===== src/sv/pki_pkg.sv =====
// Shared types, register indexes and fixed-point helpers of the particle integrator.
// No dependencies.
package pki_pkg;

  localparam int AXES      = 3;
  localparam int AXIS_W    = 2;
  localparam int CFG_IDX_W = 3;
  localparam int CFG_DAT_W = 32;
  localparam int DT_W      = 17;
  localparam int FRIC_W    = 17;
  localparam int IN_TDATA_W  = 24;
  localparam int OUT_TDATA_W = 192;

  localparam logic [CFG_IDX_W-1:0] REG_FORCE_X  = 3'd0;
  localparam logic [CFG_IDX_W-1:0] REG_FORCE_Y  = 3'd1;
  localparam logic [CFG_IDX_W-1:0] REG_FORCE_Z  = 3'd2;
  localparam logic [CFG_IDX_W-1:0] REG_FRIC_X   = 3'd3;
  localparam logic [CFG_IDX_W-1:0] REG_FRIC_Y   = 3'd4;
  localparam logic [CFG_IDX_W-1:0] REG_FRIC_Z   = 3'd5;
  localparam logic [CFG_IDX_W-1:0] REG_INV_MASS = 3'd6;

  localparam logic [FRIC_W-1:0] FRIC_NONE     = 17'd65536;
  localparam logic [31:0]       INV_MASS_ONE  = 32'd65536;
  localparam logic [AXIS_W-1:0] AXIS_LAST     = 2'd2;

  // Datapath operation; each multiply op is followed by its write-back.
  typedef enum logic [2:0] {
    OP_ADD,  // net = sat(net + force)
    OP_NF,   // net = sat(net * friction >> 16)
    OP_AC,   // acc = sat(net * inverse_mass >> 16)
    OP_AD,   // adt = acc * dt >> 16
    OP_VD,   // vdt = vel * dt >> 16
    OP_AA,   // pos = sat(pos + vdt + adt * dt >> 17)
    OP_VF    // vel = sat((vel + adt) * friction >> 16)
  } pki_op_t;

  typedef struct packed {
    logic          load_dt;
    logic          mul_en;
    logic          wb_en;
    logic          capture;
    pki_op_t       op;
    logic [AXIS_W-1:0] axis;
  } pki_cmd_t;

  // Clamp a wide signed value to the 32-bit signed range.
  function automatic logic signed [31:0] sat32(input logic signed [50:0] x);
    logic signed [31:0] r;
    if (x > 51'sd2147483647) begin
      r = 32'sh7fffffff;
    end else if (x < -51'sd2147483648) begin
      r = 32'sh80000000;
    end else begin
      r = x[31:0];
    end
    return r;
  endfunction

endpackage


===== src/sv/pki_ctrl.sv =====
// Sequencer of the particle integrator: walks the three axes through the
// add, multiply and write-back steps and runs the result handshake.
// Depends on pki_pkg.
module pki_ctrl (
  input  logic              clk,
  input  logic              rst_n,
  input  logic              in_valid,
  output logic              in_ready,
  output logic              out_valid,
  input  logic              out_ready,
  output pki_pkg::pki_cmd_t cmd
);
  import pki_pkg::*;

  typedef enum logic [2:0] {
    ST_IDLE,
    ST_ADD,
    ST_MUL,
    ST_WB,
    ST_DONE
  } state_t;

  state_t            state_r;
  pki_op_t           op_r;
  logic [AXIS_W-1:0] axis_r;
  logic              out_valid_r;
  logic              can_load;
  pki_op_t           op_next;

  assign can_load = !out_valid_r || out_ready;

  always_comb begin
    unique case (op_r)
      OP_ADD:  op_next = OP_NF;
      OP_NF:   op_next = OP_AC;
      OP_AC:   op_next = OP_AD;
      OP_AD:   op_next = OP_VD;
      OP_VD:   op_next = OP_AA;
      OP_AA:   op_next = OP_VF;
      default: op_next = OP_ADD;
    endcase
  end

  always_comb begin
    cmd.load_dt = (state_r == ST_IDLE) && in_valid;
    cmd.mul_en  = (state_r == ST_MUL);
    cmd.wb_en   = (state_r == ST_WB) || (state_r == ST_ADD);
    cmd.capture = (state_r == ST_DONE) && can_load;
    cmd.op      = (state_r == ST_ADD) ? OP_ADD : op_r;
    cmd.axis    = axis_r;
  end

  always_ff @(posedge clk) begin
    if (!rst_n) begin
      state_r     <= ST_IDLE;
      op_r        <= OP_ADD;
      axis_r      <= '0;
      out_valid_r <= 1'b0;
    end else begin
      // A fresh result may replace the one leaving in the same cycle.
      if (cmd.capture) begin
        out_valid_r <= 1'b1;
      end else if (out_ready) begin
        out_valid_r <= 1'b0;
      end
      unique case (state_r)
        ST_IDLE: begin
          if (in_valid) begin
            axis_r  <= '0;
            state_r <= ST_ADD;
          end
        end
        ST_ADD: begin
          op_r    <= OP_NF;
          state_r <= ST_MUL;
        end
        ST_MUL: begin
          state_r <= ST_WB;
        end
        ST_WB: begin
          if (op_r == OP_VF) begin
            if (axis_r == AXIS_LAST) begin
              state_r <= ST_DONE;
            end else begin
              axis_r  <= axis_r + 2'd1;
              state_r <= ST_ADD;
            end
          end else begin
            op_r    <= op_next;
            state_r <= ST_MUL;
          end
        end
        ST_DONE: begin
          if (can_load) begin
            state_r <= ST_IDLE;
          end
        end
        default: state_r <= ST_IDLE;
      endcase
    end
  end

  assign in_ready  = (state_r == ST_IDLE);
  assign out_valid = out_valid_r;

endmodule


===== config.mk =====
export PLATFORM = sky130hd
export DESIGN_NAME = pki_ctrl
export DESIGN_NICKNAME = d
export VERILOG_FILES = /design/src/sv/pki_pkg.sv /design/src/sv/pki_ctrl.sv
export SDC_FILE = /design/constraint.sdc
export NUM_CORES = 1
export LEC_CHECK = 0
export ABC_AREA = 0
export BUFFER_PORTS_ARGS = -buffer_cell sky130_fd_sc_hd__buf_2
export CAP_MARGIN = 20
export CORE_AREA = 2 2 39 41
export DETAILED_ROUTE_END_ITERATION = 8
export DIE_AREA = 0 0 41 43
export GPL_TIMING_DRIVEN = 0
export HOLD_SLACK_MARGIN = 0.08
export MAX_ROUTING_LAYER = met4
export PLACE_DENSITY_LB_ADDON = 0.3
export SYNTH_ARGS = -nofsm -noshare
export SYNTH_HDL_FRONTEND = slang
export SYNTH_SLANG_ARGS = --single-unit

===== constraint.sdc =====
create_clock -name clk -period 2.9 [get_ports clk]
set_input_delay 0.435 -clock clk [delete_from_list [all_inputs] [get_ports clk]]
set_output_delay 0.435 -clock clk [all_outputs]
set_load 0.01 [all_outputs]

==> metrics.cfg <==
[power_and_ir_drop]
switchingPower_w=0.0000768
ir_worst_vdd_mv=0.301
seq_power_share_pct=47.3
powerDensity_mw_per_mm2=452
p_int_w=0.000206
leakage_nw=0.285
comb_power_share_pct=18.6
switching_share_pct=27.2
power_frac_clock_pct=34.1

[clock_network]
clk_pin_slew_worst_paths_ns=0.06
cts_resized=0
clk_path_buf_depth=2
holdBufCountCts=0
clk_latency_ns=0.26
cts_buffers=3
htreeDepth=1
cts_setup_buffers=0
cts_tree=yes
clock-root-buffer=clkbuf_4
clock_sinks=9

[cells_and_area]
diodes=0
nets=82
fin_cells=92
fillerInstances=145
fin_util_pct=45.1
area_delta_synth_final_pct=22.9
final_area_um2=624
drive_above_1_share_pct=30.3

[yosys]
async_flop_share_pct=0
yosysWarnings=0
synthesis.nets=63
avgSynthCellArea_um2=8.76
yosysSeqAreaShare_pct=35.5
synth_top_cell_area_share_pct=35.5
synth_top_cell_by_area=dfxtp_1
postSynthCellCount=58
synth_seq_cells=9
yosysUniqueCellTypes=31
synth_ff_type=dfxtp_1
synthTopCellsByCount=dfxtp_1, nor2_1
netlist_area_um2=508
synth_edf_count=0
synth_area_leaders=dfxtp_1, o21a_1, mux2i_1, nor2b_1, nor3_1
yosysMostFrequentCell=dfxtp_1

[critical_path]
cp_max_fo=10
critPathLaunchType=register
ff2ff_setup_slack_ns=1.57
arrival_ns=1.41
crit_family=simple AND/OR/NAND/NOR gates
critical_path.slowest_cell=dfxtp_1
crit_path_end_kind=output port
slowest_delay_ns=0.35
critical_path_buf_inv_count=2
path_class=reg2out
path_common_cell=buf_2
worstPathRequired_ns=2.47
path_cells=buf_2 > nor3b_1 > nor2b_1 > buf_2

[sta]
finalHoldViolations=0
skew_ns=0.00432
period_share_pct=63.6
maxSlewViolCount=0
slew_headroom_pct=74.1
fin_crit_ns=1.85
fin_ws_ns=1.05
grt_setup_unrepaired=no
tightest_slew_ns=0.386
setup_violations=0
tns_ns=0
fmax_mhz=542

[run_status]
status=finished, final reports clean

[min_path]
hold_class=in2reg

[die]
rows=14
die_w_um=41
core_area_mm2=0.00138
start_util_pct=36.7
die_y_um=43
die_area_mm2=0.00176
pin_count=15

[routing]
drc=0
routedWlPerCell_um=11.5
viasPerCell=5.12
wirelength_um=1050
drtIter0Drc=12
drtPass1Iterations=4
ant_nets=0
num_vias=471

[grt]
overflow=0
grt_antenna_before_repair=0
grt_usage_pct=15.0
grt_pass1_wl_um=1720
grt_max_degree=11
grt_pass1_vias=416

[place]
dp_cells=88
io_buffers=14
dpl.hpwl_um=747
postPlaceCellArea_um2=598
pre_cts_ws_ns=1.30
place_congestion=0.737

[flow_run]
drv_cap=0

==> path summary, 6_finish.rpt <==
kind | cells after the start | end | from
worst min-delay path | 3 | op_r[0] | rst_n
worst max-delay path | 4 | cmd[5] | state_r[1]
worst max register to register | 4 | axis_r[0] | axis_r[0]
worst min register to register | 2 | axis_r[1] | axis_r[1]
==> power groups by stage <==
stage	registers [W]	logic, W	clock network (W)
floorplan	0.000135	0.0000378	0
global placement	0.000136	0.0000527	0
detailed placement	0.000136	0.0000525	0
CTS	0.000133	0.0000529	0.0000989
global route	0.000134	0.0000589	0.000105
finish	0.000134	0.0000525	0.0000963
==> logic make-up after synthesis <==
logic type               after synthesis  share of synthesized area [%]
AND/OR/NAND/NOR                       25                           32.8
AO/OA/AOI/OAI                         14                           18.2
flip-flops                             9                           35.5
buffers and inverters                  7                           7.14
multiplexers                           2                           3.94
adder cells (fa/ha/maj)                1                           2.46
==> registers in the layout, indices dropped and copies added (netlist names) <==
| register | cells |
|---|---|
| out_valid | 1 |
| axis_r | 2 |
| state_r | 3 |
| op_r | 3 |
==> metal layers <==
| metal | up-vias | global-route usage, % | wire length (µm) | part of all wire, % |
|---|---|---|---|---|
| met5 | - | - | 0 | 0 |
| met1 | 208 | 20.3 | 534 | 51 |
| met3 | 2 | 3.14 | 55 | 5.2 |
| met2 | 15 | 19.4 | 446 | 42 |
| met4 | 0 | 10.0 | 17 | 1.6 |
| li1 | 246 | - | - | - |
==> area by class of cell <==
class,instances,area (µm²),share of cell area (%)
multi-input combinational,42,292,46.7
tap,16,20.0,3.21
sequential,9,180,28.9
inverter,4,15.0,2.40
clock buffer,4,26.3,4.21
buffer,3,21.3,3.41
timing repair buffer,14,70.1,11.2
==> worst register-to-register path: stages, from the launching register on <==
cell and delay [ns]:
dfxtp_1 0.35, inv_1 0.06, ha_1 0.23, nor3_1 0.37, mux2i_1 0.24
==> metrics by stage <==
step           hold WS (ns)  power [W]
3_3_place_gp          0.473   0.000189
2_1_floorplan         0.498   0.000172
6_report              0.475   0.000282
5_1_grt               0.510   0.000297
3_5_place_dp          0.486   0.000189
4_1_cts               0.474   0.000285
==> cells in the final DEF (no fill, tap or decap), types with 3 or more instances in the layout <==
| master | n |
|---|---|
| o21ai_1 | 3 |
| o21a_1 | 3 |
| dfxtp_1 | 9 |
| nor2_1 | 4 |
| nor2b_1 | 3 |
| inv_1 | 3 |
| clkbuf_4 | 3 |
| nor3_1 | 3 |
| buf_2 | 16 |
Note: power is estimated with default switching activity, not from simulation.
